## config.mk

```make
export PLATFORM = sky130hd
export DESIGN_NAME = pid_step_with_clamped_integral_top
export DESIGN_NICKNAME = d
export VERILOG_FILES = /design/src/rtl/core/pidc_pkg.sv /design/src/rtl/core/pid_step_with_clamped_integral_top.sv /design/src/rtl/core/pidc_state.sv /design/src/rtl/core/pidc_mult.sv /design/src/rtl/core/pidc_out.sv
export SDC_FILE = /design/constraint.sdc
export NUM_CORES = 2
export LEC_CHECK = 0
export BUFFER_PORTS_ARGS = -buffer_cell sky130_fd_sc_hd__clkbuf_2
export CORE_MARGIN = 10
export CORE_UTILIZATION = 55
export CTS_CLUSTER_SIZE = 28
export DETAILED_ROUTE_END_ITERATION = 8
export GPL_TIMING_DRIVEN = 0
export PLACE_DENSITY = 0.8
export SYNTH_ARGS = -nofsm -noshare
export SYNTH_HDL_FRONTEND = slang
export SYNTH_SLANG_ARGS = --single-unit
```

## constraint.sdc

```tcl
create_clock -name clk -period 15.2 [get_ports clk]
set_input_delay 1.52 -clock clk [delete_from_list [all_inputs] [get_ports clk]]
set_output_delay 1.52 -clock clk [all_outputs]
set_load 0.03 [all_outputs]
```

## src/rtl/core/pidc_pkg.sv

```systemverilog
`default_nettype none
// -----------------------------------------------------------------------------
// pidc_pkg
// Shared widths, register indexes and stage payload types for the PID step.
// -----------------------------------------------------------------------------
package pidc_pkg;

	localparam int SAMPLE_W  = 16;
	localparam int FRAC_BITS = 8;
	localparam int REG_W     = 16;
	localparam int IDX_W     = 3;
	localparam int DRIVE_W   = 24;

	// Limits scaled to the sample's fixed-point format.
	localparam int LIM_W   = REG_W + FRAC_BITS;
	localparam int ERR_W   = ((SAMPLE_W > REG_W) ? SAMPLE_W : REG_W) + 1;
	localparam int DER_W   = SAMPLE_W + 1;
	localparam int INTEG_W = 25;
	localparam int ISUM_W  = ((INTEG_W > ERR_W) ? INTEG_W : ERR_W) + 1;
	localparam int PROD_P_W = REG_W + ERR_W;
	localparam int PROD_I_W = REG_W + INTEG_W;
	localparam int PROD_D_W = REG_W + DER_W;
	localparam int PROD_MAX_W = (PROD_P_W > PROD_I_W) ?
		((PROD_P_W > PROD_D_W) ? PROD_P_W : PROD_D_W) :
		((PROD_I_W > PROD_D_W) ? PROD_I_W : PROD_D_W);
	localparam int ACC_W   = PROD_MAX_W + 2;
	localparam int SHIFT_W = ACC_W - FRAC_BITS;

	typedef enum logic [IDX_W-1:0] {
		REG_ENABLE   = 3'd0,
		REG_SETPOINT = 3'd1,
		REG_GAIN_P   = 3'd2,
		REG_GAIN_I   = 3'd3,
		REG_GAIN_D   = 3'd4,
		REG_OUT_MIN  = 3'd5,
		REG_OUT_MAX  = 3'd6
	} reg_idx_t;

	localparam logic signed [REG_W-1:0] OUT_MAX_RESET = 16'sd255;

	// Error, clamped integral and derivative for one transaction.
	typedef struct packed {
		logic signed [ERR_W-1:0]   err;
		logic signed [INTEG_W-1:0] integ;
		logic signed [DER_W-1:0]   der;
		logic                      upd;
	} terms_t;

	// The three gain products for one transaction.
	typedef struct packed {
		logic signed [PROD_P_W-1:0] prod_p;
		logic signed [PROD_I_W-1:0] prod_i;
		logic signed [PROD_D_W-1:0] prod_d;
		logic                       upd;
	} prods_t;

endpackage
`default_nettype wire

```

## src/rtl/core/pid_step_with_clamped_integral_top.sv

```systemverilog
`default_nettype none
// -----------------------------------------------------------------------------
// pid_step_with_clamped_integral_top
// Fixed-point PID step with clamped integral, four register stages.
// -----------------------------------------------------------------------------
// A sample moves through the s1, s2 and s3 registers to the output register.
// Throughput: one sample per cycle; the whole pipeline advances together and
// stalls only while a finished result waits at the output register.
// Reset: asynchronous, active low; clears integral, last sample, held drive and
// registers, except out_max which comes up at 255.
module pid_step_with_clamped_integral_top (
	input  wire logic                                  clk,
	input  wire logic                                  arst_n,
	input  wire logic                                  write_enable,
	input  wire logic [pidc_pkg::IDX_W-1:0]            reg_index,
	input  wire logic [pidc_pkg::REG_W-1:0]            write_data,
	input  wire logic                                  in_valid,
	output logic                                       in_ready,
	input  wire logic signed [pidc_pkg::SAMPLE_W-1:0]  sample,
	input  wire logic                                  clear,
	output logic                                       out_valid,
	input  wire logic                                  out_ready,
	output logic signed [pidc_pkg::DRIVE_W-1:0]        drive,
	output logic                                       updated
);

	localparam int RW = pidc_pkg::REG_W;

	logic                                 enable_q;
	logic signed [RW-1:0]                 setpoint_q;
	logic signed [RW-1:0]                 gain_p_q;
	logic signed [RW-1:0]                 gain_i_q;
	logic signed [RW-1:0]                 gain_d_q;
	logic signed [RW-1:0]                 out_min_q;
	logic signed [RW-1:0]                 out_max_q;
	logic signed [pidc_pkg::LIM_W-1:0]    lim_lo;
	logic signed [pidc_pkg::LIM_W-1:0]    lim_hi;
	logic                                 adv;
	logic                                 valid_s1;
	logic signed [pidc_pkg::SAMPLE_W-1:0] sample_s1;
	logic                                 clear_s1;
	pidc_pkg::terms_t                     terms_s2;
	logic                                 valid_s2;
	pidc_pkg::prods_t                     prods_s3;
	logic                                 valid_s3;

	always_ff @(posedge clk or negedge arst_n) begin
		if (!arst_n) begin
			enable_q <= 1'b0;
			setpoint_q <= '0;
			gain_p_q <= '0;
			gain_i_q <= '0;
			gain_d_q <= '0;
			out_min_q <= '0;
			out_max_q <= pidc_pkg::OUT_MAX_RESET;
		end else if (write_enable) begin
			unique case (reg_index)
				pidc_pkg::REG_ENABLE:   enable_q <= write_data[0];
				pidc_pkg::REG_SETPOINT: setpoint_q <= write_data;
				pidc_pkg::REG_GAIN_P:   gain_p_q <= write_data;
				pidc_pkg::REG_GAIN_I:   gain_i_q <= write_data;
				pidc_pkg::REG_GAIN_D:   gain_d_q <= write_data;
				pidc_pkg::REG_OUT_MIN:  out_min_q <= write_data;
				pidc_pkg::REG_OUT_MAX:  out_max_q <= write_data;
				default: ;
			endcase
		end
	end

	// Limits are given in whole units and compared in the sample's format.
	assign lim_lo = {out_min_q, {pidc_pkg::FRAC_BITS{1'b0}}};
	assign lim_hi = {out_max_q, {pidc_pkg::FRAC_BITS{1'b0}}};

	assign adv = !out_valid || out_ready;
	assign in_ready = adv;

	always_ff @(posedge clk or negedge arst_n) begin
		if (!arst_n) begin
			valid_s1 <= 1'b0;
		end else if (adv) begin
			valid_s1 <= in_valid;
		end
	end

	always_ff @(posedge clk) begin
		if (adv) begin
			sample_s1 <= sample;
			clear_s1 <= clear;
		end
	end

	pidc_state u_state (
		.clk       (clk),
		.arst_n    (arst_n),
		.adv       (adv),
		.valid_s1  (valid_s1),
		.sample_s1 (sample_s1),
		.clear_s1  (clear_s1),
		.enable    (enable_q),
		.setpoint  (setpoint_q),
		.lim_lo    (lim_lo),
		.lim_hi    (lim_hi),
		.terms_s2  (terms_s2),
		.valid_s2  (valid_s2)
	);

	pidc_mult u_mult (
		.clk      (clk),
		.arst_n   (arst_n),
		.adv      (adv),
		.valid_s2 (valid_s2),
		.terms_s2 (terms_s2),
		.gain_p   (gain_p_q),
		.gain_i   (gain_i_q),
		.gain_d   (gain_d_q),
		.prods_s3 (prods_s3),
		.valid_s3 (valid_s3)
	);

	pidc_out u_out (
		.clk         (clk),
		.arst_n      (arst_n),
		.adv         (adv),
		.valid_s3    (valid_s3),
		.prods_s3    (prods_s3),
		.lim_lo      (lim_lo),
		.lim_hi      (lim_hi),
		.drive_q     (drive),
		.updated_q   (updated),
		.out_valid_q (out_valid)
	);

endmodule
`default_nettype wire

```

## src/rtl/core/pidc_state.sv

```systemverilog
`default_nettype none
// -----------------------------------------------------------------------------
// pidc_state
// Error, integral update with clamp and derivative; holds integral and last sample.
// -----------------------------------------------------------------------------
module pidc_state (
	input  wire logic                                  clk,
	input  wire logic                                  arst_n,
	input  wire logic                                  adv,
	input  wire logic                                  valid_s1,
	input  wire logic signed [pidc_pkg::SAMPLE_W-1:0]  sample_s1,
	input  wire logic                                  clear_s1,
	input  wire logic                                  enable,
	input  wire logic signed [pidc_pkg::REG_W-1:0]     setpoint,
	input  wire logic signed [pidc_pkg::LIM_W-1:0]     lim_lo,
	input  wire logic signed [pidc_pkg::LIM_W-1:0]     lim_hi,
	output pidc_pkg::terms_t                           terms_s2,
	output logic                                       valid_s2
);

	localparam int EW = pidc_pkg::ERR_W;
	localparam int SW = pidc_pkg::SAMPLE_W;
	localparam int RW = pidc_pkg::REG_W;
	localparam int IW = pidc_pkg::INTEG_W;
	localparam int UW = pidc_pkg::ISUM_W;
	localparam int LW = pidc_pkg::LIM_W;
	localparam int DW = pidc_pkg::DER_W;

	logic signed [IW-1:0] integ_q;
	logic signed [SW-1:0] prev_q;
	logic signed [EW-1:0] err;
	logic signed [UW-1:0] isum;
	logic signed [UW-1:0] hi_ext;
	logic signed [UW-1:0] lo_ext;
	logic signed [IW-1:0] integ_new;
	logic signed [DW-1:0] der;

	always_comb begin
		err = {{(EW-RW){setpoint[RW-1]}}, setpoint} - {{(EW-SW){sample_s1[SW-1]}}, sample_s1};
		isum = {{(UW-IW){integ_q[IW-1]}}, integ_q} + {{(UW-EW){err[EW-1]}}, err};
		hi_ext = {{(UW-LW){lim_hi[LW-1]}}, lim_hi};
		lo_ext = {{(UW-LW){lim_lo[LW-1]}}, lim_lo};
		// The upper limit is checked first; with crossed limits a sum above it settles on it, any other on the lower.
		if (isum > hi_ext) begin
			integ_new = hi_ext[IW-1:0];
		end else if (isum < lo_ext) begin
			integ_new = lo_ext[IW-1:0];
		end else begin
			integ_new = isum[IW-1:0];
		end
		der = {sample_s1[SW-1], sample_s1} - {prev_q[SW-1], prev_q};
	end

	always_ff @(posedge clk or negedge arst_n) begin
		if (!arst_n) begin
			integ_q <= '0;
			prev_q <= '0;
			valid_s2 <= 1'b0;
		end else if (adv) begin
			valid_s2 <= valid_s1;
			if (valid_s1) begin
				if (clear_s1) begin
					integ_q <= '0;
					prev_q <= '0;
				end else if (enable) begin
					integ_q <= integ_new;
					prev_q <= sample_s1;
				end
			end
		end
	end

	always_ff @(posedge clk) begin
		if (adv) begin
			terms_s2.err <= err;
			terms_s2.integ <= integ_new;
			terms_s2.der <= der;
			terms_s2.upd <= !clear_s1 && enable;
		end
	end

endmodule
`default_nettype wire

```

## src/rtl/core/pidc_mult.sv

```systemverilog
`default_nettype none
// -----------------------------------------------------------------------------
// pidc_mult
// The three gain multiplications, registered.
// -----------------------------------------------------------------------------
module pidc_mult (
	input  wire logic                              clk,
	input  wire logic                              arst_n,
	input  wire logic                              adv,
	input  wire logic                              valid_s2,
	input  wire pidc_pkg::terms_t                  terms_s2,
	input  wire logic signed [pidc_pkg::REG_W-1:0] gain_p,
	input  wire logic signed [pidc_pkg::REG_W-1:0] gain_i,
	input  wire logic signed [pidc_pkg::REG_W-1:0] gain_d,
	output pidc_pkg::prods_t                       prods_s3,
	output logic                                   valid_s3
);

	logic signed [pidc_pkg::PROD_P_W-1:0] prod_p;
	logic signed [pidc_pkg::PROD_I_W-1:0] prod_i;
	logic signed [pidc_pkg::PROD_D_W-1:0] prod_d;

	always_comb begin
		prod_p = gain_p * $signed(terms_s2.err);
		prod_i = gain_i * $signed(terms_s2.integ);
		prod_d = gain_d * $signed(terms_s2.der);
	end

	always_ff @(posedge clk or negedge arst_n) begin
		if (!arst_n) begin
			valid_s3 <= 1'b0;
		end else if (adv) begin
			valid_s3 <= valid_s2;
		end
	end

	always_ff @(posedge clk) begin
		if (adv) begin
			prods_s3.prod_p <= prod_p;
			prods_s3.prod_i <= prod_i;
			prods_s3.prod_d <= prod_d;
			prods_s3.upd <= terms_s2.upd;
		end
	end

endmodule
`default_nettype wire

```

## src/rtl/core/pidc_out.sv

```systemverilog
`default_nettype none
// -----------------------------------------------------------------------------
// pidc_out
// Sums the products, drops the fraction, clamps and holds the drive.
// -----------------------------------------------------------------------------
module pidc_out (
	input  wire logic                                 clk,
	input  wire logic                                 arst_n,
	input  wire logic                                 adv,
	input  wire logic                                 valid_s3,
	input  wire pidc_pkg::prods_t                     prods_s3,
	input  wire logic signed [pidc_pkg::LIM_W-1:0]    lim_lo,
	input  wire logic signed [pidc_pkg::LIM_W-1:0]    lim_hi,
	output logic signed [pidc_pkg::DRIVE_W-1:0]       drive_q,
	output logic                                      updated_q,
	output logic                                      out_valid_q
);

	localparam int AW  = pidc_pkg::ACC_W;
	localparam int PW  = pidc_pkg::PROD_P_W;
	localparam int IW  = pidc_pkg::PROD_I_W;
	localparam int DW  = pidc_pkg::PROD_D_W;
	localparam int SHW = pidc_pkg::SHIFT_W;
	localparam int LW  = pidc_pkg::LIM_W;
	localparam int OW  = pidc_pkg::DRIVE_W;

	logic signed [OW-1:0]  held_q;
	logic signed [AW-1:0]  acc;
	logic signed [SHW-1:0] shifted;
	logic signed [SHW-1:0] hi_ext;
	logic signed [SHW-1:0] lo_ext;
	logic signed [SHW-1:0] clamped;
	logic signed [OW-1:0]  drive_new;

	always_comb begin
		acc = {{(AW-PW){prods_s3.prod_p[PW-1]}}, prods_s3.prod_p}
			+ {{(AW-IW){prods_s3.prod_i[IW-1]}}, prods_s3.prod_i}
			+ {{(AW-DW){prods_s3.prod_d[DW-1]}}, prods_s3.prod_d};
		// Dropping the low bits of a two's complement value rounds towards minus infinity.
		shifted = acc[AW-1:pidc_pkg::FRAC_BITS];
		hi_ext = {{(SHW-LW){lim_hi[LW-1]}}, lim_hi};
		lo_ext = {{(SHW-LW){lim_lo[LW-1]}}, lim_lo};
		if (shifted > hi_ext) begin
			clamped = hi_ext;
		end else if (shifted < lo_ext) begin
			clamped = lo_ext;
		end else begin
			clamped = shifted;
		end
		drive_new = clamped[OW-1:0];
	end

	always_ff @(posedge clk or negedge arst_n) begin
		if (!arst_n) begin
			held_q <= '0;
			out_valid_q <= 1'b0;
		end else if (adv) begin
			out_valid_q <= valid_s3;
			if (valid_s3 && prods_s3.upd) begin
				held_q <= drive_new;
			end
		end
	end

	always_ff @(posedge clk) begin
		if (adv) begin
			drive_q <= prods_s3.upd ? drive_new : held_q;
			updated_q <= prods_s3.upd;
		end
	end

endmodule
`default_nettype wire
```

# Yosys cells after proc, flatten, opt, wreduce, memory -nomap -nowiden
# Index checks and enable logic that the tools add are counted.
# W data, S select, Z words.
dict set report totals {
  regBits 376
  inputBits 41
  output_inout_bits 27
  elab_cells 69
}
dict set report op_classes {
  add_sub_neg 5
  multipliers 3
  order_cmp 4
  eq_ne 6
  muxes 9
  n_reduce_logical 16
}
# op n
set ops {}
lappend ops {{$mux W25} 4}
lappend ops {{$mux W24} 3}
lappend ops {{$mul A16 B17 Y33} 2}
lappend ops {{$add A42 B33 Y43} 1}
lappend ops {{$add A33 B41 Y42} 1}
lappend ops {{$mul A16 B25 Y41} 1}
lappend ops {{$gt A35 B24 Y1} 1}
lappend ops {{$lt A35 B24 Y1} 1}
lappend ops {{$sub A16 B16 Y17} 2}
lappend ops {{$mux W16} 2}
lappend ops {{$add A25 B17 Y26} 1}
lappend ops {{$gt A26 B24 Y1} 1}
lappend ops {{$lt A26 B24 Y1} 1}
lappend ops {{$reduce_and A2 Y1} 8}
lappend ops {{$eq A3 B3 Y1 const B} 3}
lappend ops {{$eq A3 B2 Y1 const B} 2}
lappend ops {{$eq A3 B1 Y1 const B} 1}
lappend ops {{$logic_not A3 Y1} 1}
lappend ops {{$reduce_and A3 Y1} 1}
lappend ops {{$logic_and A1 B1 Y1} 2}
lappend ops {{$logic_not A1 Y1} 2}
lappend ops {{$reduce_bool A2 Y1} 1}
lappend ops {{$logic_or A1 B1 Y1} 1}

# Depth between registers and ports, before layout
dict set report logic_depth {
  word_depth 7
  ltp_mapped 36
}

# Hierarchy
# A second synthesis with hierarchy kept.
dict set report hier_totals {
  cells_unflattened 6065
  area_unflattened_um2 58503.6
}
# mod instances cells_per_inst area_each_um2
set modules_own_cells {}
lappend modules_own_cells {pidc_mult 1 4031 38115.3}
lappend modules_own_cells {pidc_state 1 918 8445.6}
lappend modules_own_cells {pidc_out 1 884 7531.0}
lappend modules_own_cells {pid_step_with_clamped_integral_top 1 232 4411.7}

# Worst setup path after synthesis
# Ideal clock, no wire load.
dict set report synth_timing {
  path_type {in2reg}
  startpoint {input out_ready}
  endpoint {register u_out.held_q[20]}
  setup_ns 0.125
  t_arrival_ns 9.667
  required_ns 15.075
  path_slack_ns 5.408
  stages 5
  path_cell_list {nand2b_1 -> clkbuf_1 -> nand3_1 -> clkbuf_1 -> mux2_2}
}
dict set report synth_between {
  elab_chain_cells 2
}
# element line
set synth_rtl {}
lappend synth_rtl {{start, declared} pid_step_with_clamped_integral_top.sv:22} ;# input wire logic out_ready,
lappend synth_rtl {{$logic_or A1 B1 Y1} pid_step_with_clamped_integral_top.sv:74} ;# assign adv = !out_valid || out_ready;
lappend synth_rtl {{via in_ready} pid_step_with_clamped_integral_top.sv:18} ;# output logic in_ready,
lappend synth_rtl {{$reduce_and A2 Y1 (no line)} n/a}
lappend synth_rtl {{end signal, assigned} pidc_out.sv:60} ;# held_q <= drive_new;
lappend synth_rtl {{end, declared} pidc_out.sv:27} ;# logic signed [OW-1:0] held_q;
# The timed path passes the listed nets, and every way through them passes these cells.
# A chain may end at the register's enable or synchronous reset.

# Worst setup path in the final report
dict set report layout_timing {
  startpoint {register sample_s1[1] in the netlist's numbering}
  endpoint {register u_state.integ_q[16]}
}
dict set report layout_between {
  elab_chain_cells 7
  word_cells_on_any_way 8
  cone_classes {add/sub: 2; order compare: 2; mux: 4}
}
# element line
set layout_rtl {}
lappend layout_rtl {{start, declared} pid_step_with_clamped_integral_top.sv:40} ;# logic signed [pidc_pkg::SAMPLE_W-1:0] sample_s1;
lappend layout_rtl {{start signal, assigned} pid_step_with_clamped_integral_top.sv:87} ;# sample_s1 <= sample;
lappend layout_rtl {{$sub A16 B16 Y17 (*)} pidc_state.sv:39} ;# err = {{(EW-RW){setpoint[RW-1]}}, setpoint} - {{(EW-SW){sample_s1[SW-1]}}, sample_s1};
lappend layout_rtl {{via u_state.err[11]} pidc_state.sv:31} ;# logic signed [EW-1:0] err;
lappend layout_rtl {{$add A25 B17 Y26 (*)} pidc_state.sv:40} ;# isum = {{(UW-IW){integ_q[IW-1]}}, integ_q} + {{(UW-EW){err[EW-1]}}, err};
lappend layout_rtl {{$lt A26 B24 Y1} pidc_state.sv:46} ;# end else if (isum < lo_ext) begin
lappend layout_rtl {{$mux W25} pidc_state.sv:46}
lappend layout_rtl {{$mux W25 (*)} pidc_state.sv:44} ;# if (isum > hi_ext) begin
lappend layout_rtl {{via u_state.integ_new[16]} pidc_state.sv:35} ;# logic signed [IW-1:0] integ_new;
lappend layout_rtl {{$mux W25 (*)} pidc_state.sv:65} ;# end else if (enable) begin
lappend layout_rtl {{$mux W25 (*)} pidc_state.sv:62} ;# if (clear_s1) begin
lappend layout_rtl {{end signal, assigned} pidc_state.sv:66} ;# integ_q <= integ_new;
lappend layout_rtl {{end, declared} pidc_state.sv:29} ;# logic signed [IW-1:0] integ_q;
# The timed path passes the listed nets; every way through them passes the cells marked *. The select of a mux whose other input is x is not followed.

==> results.toml <==
[die]
dieArea_um2 = 114000
io_pins = 68
die_x_um = 338
die_h_um = 338
core-area_um2 = 100000
rows = 116
initial_core_util_pct = 55.5

[clock_network]
h-tree-depth = 2
clock-sinks = 376
cts_buffers = 45
clock_latency_ns = 0.62
cts_tree = "built"
clockBufferDepth = 3
post_cts_buffers = 0
cts_resized = 0
clk_pin_slew_ns = 0.06
cts_hold_buf = 0
root_buffer = "clkbuf_16"

[route]
antenna_left = 0
wl_per_cell_um = 22.3
drt_iter0_drc = 3338
wirelength_mm = 161
viasPerCell = 5.67
dr.pass1.iters = 7
num_vias = 41000
drc = 0

[min_path]
holdPathStages = 0
holdCritPathClass = "register to register"
hp-start = "u_state.terms_s2[0]"
worstHoldEndpoint = "u_mult.prods_s3[0]"

[sta]
drv_slew = 0
skew_ns = 0.0400
grt_setup_unrepaired = "false"
period_share_pct = 68.4
fin_setup_tns_ns = 0
fin_crit_ns = 10.39
tightest_slew_ns = 1.39
setup-violations-final = 0
hold_viol = 0
fmax_mhz = 96.2
relSlewSlack_pct = 6.60
setup_slack_ns = 4.81

[cells_and_area]
num-fill-cells = 8323
fin_util_pct = 59.2
multiInputGateArea_um2 = 39900
area_growth_pct = 6.60
regArea_um2 = 10500
final_cell_mix = "1,212 x inv_1, 983 x fa_1, 703 x nand2_1, 458 x ha_1, 356 x and2_1"
final_common_cell = "inv_1"
fin_cells = 7228
drive_gt1_share_pct = 4.79
nets = 7307

[synthesis]
synth_edf_count = 210
yosysWarnings = 0
yosys.area.top_type = "fa_1"
ys_types = 74
postSynthAreaPerCell_um2 = 9.76
syn_nets = 7189
ys_ff_latch = 376
synth-simple-area-share_pct = 13.1
synth.cell_area_um2 = 55700
async_reset_ff_share_pct = 44.1
synthAdderAreaFrac_pct = 45.6
synthCells = 5707
synth_top_cell_area_share_pct = 35.3
ys_seq_area_share_pct = 18.8
synth_top_family_by_area = "adder cells"
synth_mux_area_share_pct = 2.24
ys.flop_type = "edfxtp_1"
synth-xor-area-share_pct = 2.80
synth-compound-area-share_pct = 7.99
ys_top_cells_by_area = "fa_1 35%, edfxtp_1 11%, ha_1 10%"

[run_status]
run_status = "finished, final reports clean"

[setup_path]
start_kind = "register"
rrSetupSlack_ns = 4.81
worstPathArrival_ns = 10.89
r2r_end = "u_state.integ_q[16]"
reg2reg_depth = 33
required_ns = 15.70
crit_type = "register to register"
slowest_stage = "a2111oi_0"
critPathMaxStageDelay_ns = 0.86
worstSetupEndpointType = "register"
cp_max_fo = 10
rr_startpoint = "sample_s1[1]"

[global_routing]
antenna_found_initial = 11
grt_usage_pct = 28.3
grt_pass1_wl_mm = 250
grt_pass1_vias = 43300
grt_max_degree = 99
grt_overflow_total = 0

[placement]
dp_hpwl_mm = 134
placement.setup.worst_slack_ns = 5.25
place_congestion = 1.02
io_buffers = 65
place.detailed.instances = 7134

[flow_run]
drv_cap = 0
==> routing by layer <==
metal	track usage (%)	up-vias	wire length, µm
li1	-	18100	-
met1	36.1	20700	62200
met2	44.8	1813	74000
met5	0.467	-	68
met4	15.7	2	10500
met3	5.82	449	14100
==> state kept, by name, summed over array words and instances (netlist names) <==
register / flops
clear_s1: 1
enable_q: 1
gain_d_q: 16
gain_i_q: 16
gain_p_q: 16
out_max_q: 16
out_min_q: 16
sample_s1: 16
setpoint_q: 16
u_mult.prods_s3: 108
u_mult.valid_s3: 1
u_out.drive_q: 24
u_out.held_q: 24
u_out.out_valid_q: 1
u_out.updated_q: 1
u_state.integ_q: 25
u_state.prev_q: 16
u_state.terms_s2: 60
u_state.valid_s2: 1
valid_s1: 1
==> final cells by class <==
class | count | share of cell area, %
plain buffers | 189 | 1.21
multi-input cells | 3927 | 67.3
clock inverters | 29 | 0.430
repair buffers | 71 | 0.780
inverters | 1215 | 7.68
well taps | 1357 | 2.86
flip-flops and latches | 376 | 17.6
clock buffers | 55 | 2.07
diodes | 9 | 0.0379
==> worst max-delay path: cells and delay by family (launching register included) <==
family / cells / cell delay [ns]
DFF: 1 / 0.51
AOI/OAI and AO/OA: 19 / 5.78
buffers and inverters: 4 / 1.33
xor gates and xnor gates: 1 / 0.55
adders and majority gates: 3 / 1.01
and+or+nand+nor: 6 / 1.09
==> synth_stat cells (9+ instances only) <==
library cell and instances:
a21oi_1 165, mux2_2 108, o31ai_1 29, o21bai_1 22
nand3_1 48, dfrtp_1 158, nand2_1 703, ha_1 458
xnor2_1 139, nor2b_1 30, nand2b_1 56, o21ai_0 135
edfxtp_1 210, and3_1 25, a2111oi_0 11, nor2_1 189
and2_1 356, a211o_1 10, inv_1 1212, clkbuf_1 184
a21boi_0 13, fa_1 983, a22o_1 13, a31oi_1 25
xor2_1 39, nor3_1 37, nand4_1 26, o21a_1 29
a211oi_1 34, a21o_1 80, o2bb2ai_1 13, o2111ai_1 9
o211ai_1 19
==> metrics by stage <==
stage	hold WS, ns	cell area (µm²)
after floorplan	0.400	55700
after detailed placement	0.425	57800
after global placement	0.410	57700
final	0.438	59300
after CTS	0.439	59300
after global routing	0.445	59300
==> cells by family after synthesis <==
group / after synthesis
xor+xnor: 178
buf+inv: 1404
mux: 111
flops: 376
compound gates: 672
fa+ha+maj: 1441
simple gates: 1525
==> worst max path at each step <==
stage / from / to / slack, ns / cells after the start
2_1_floorplan: out_ready / u_out.held_q[20] / 5.41 / 5
5_1_grt: sample_s1[0] / u_state.terms_s2[42] / 4.29 / 32
4_1_cts: sample_s1[1] / u_state.integ_q[16] / 5.18 / 33
3_5_place_dp: sample_s1[1] / u_state.integ_q[16] / 5.25 / 33
3_3_place_gp: out_ready / u_state.integ_q[4] / 1.25 / 6
6_report: sample_s1[1] / u_state.integ_q[16] / 4.81 / 33
Power is not shown: default switching activity piles up to over one toggle a cycle in this logic, so the estimate is an artifact.
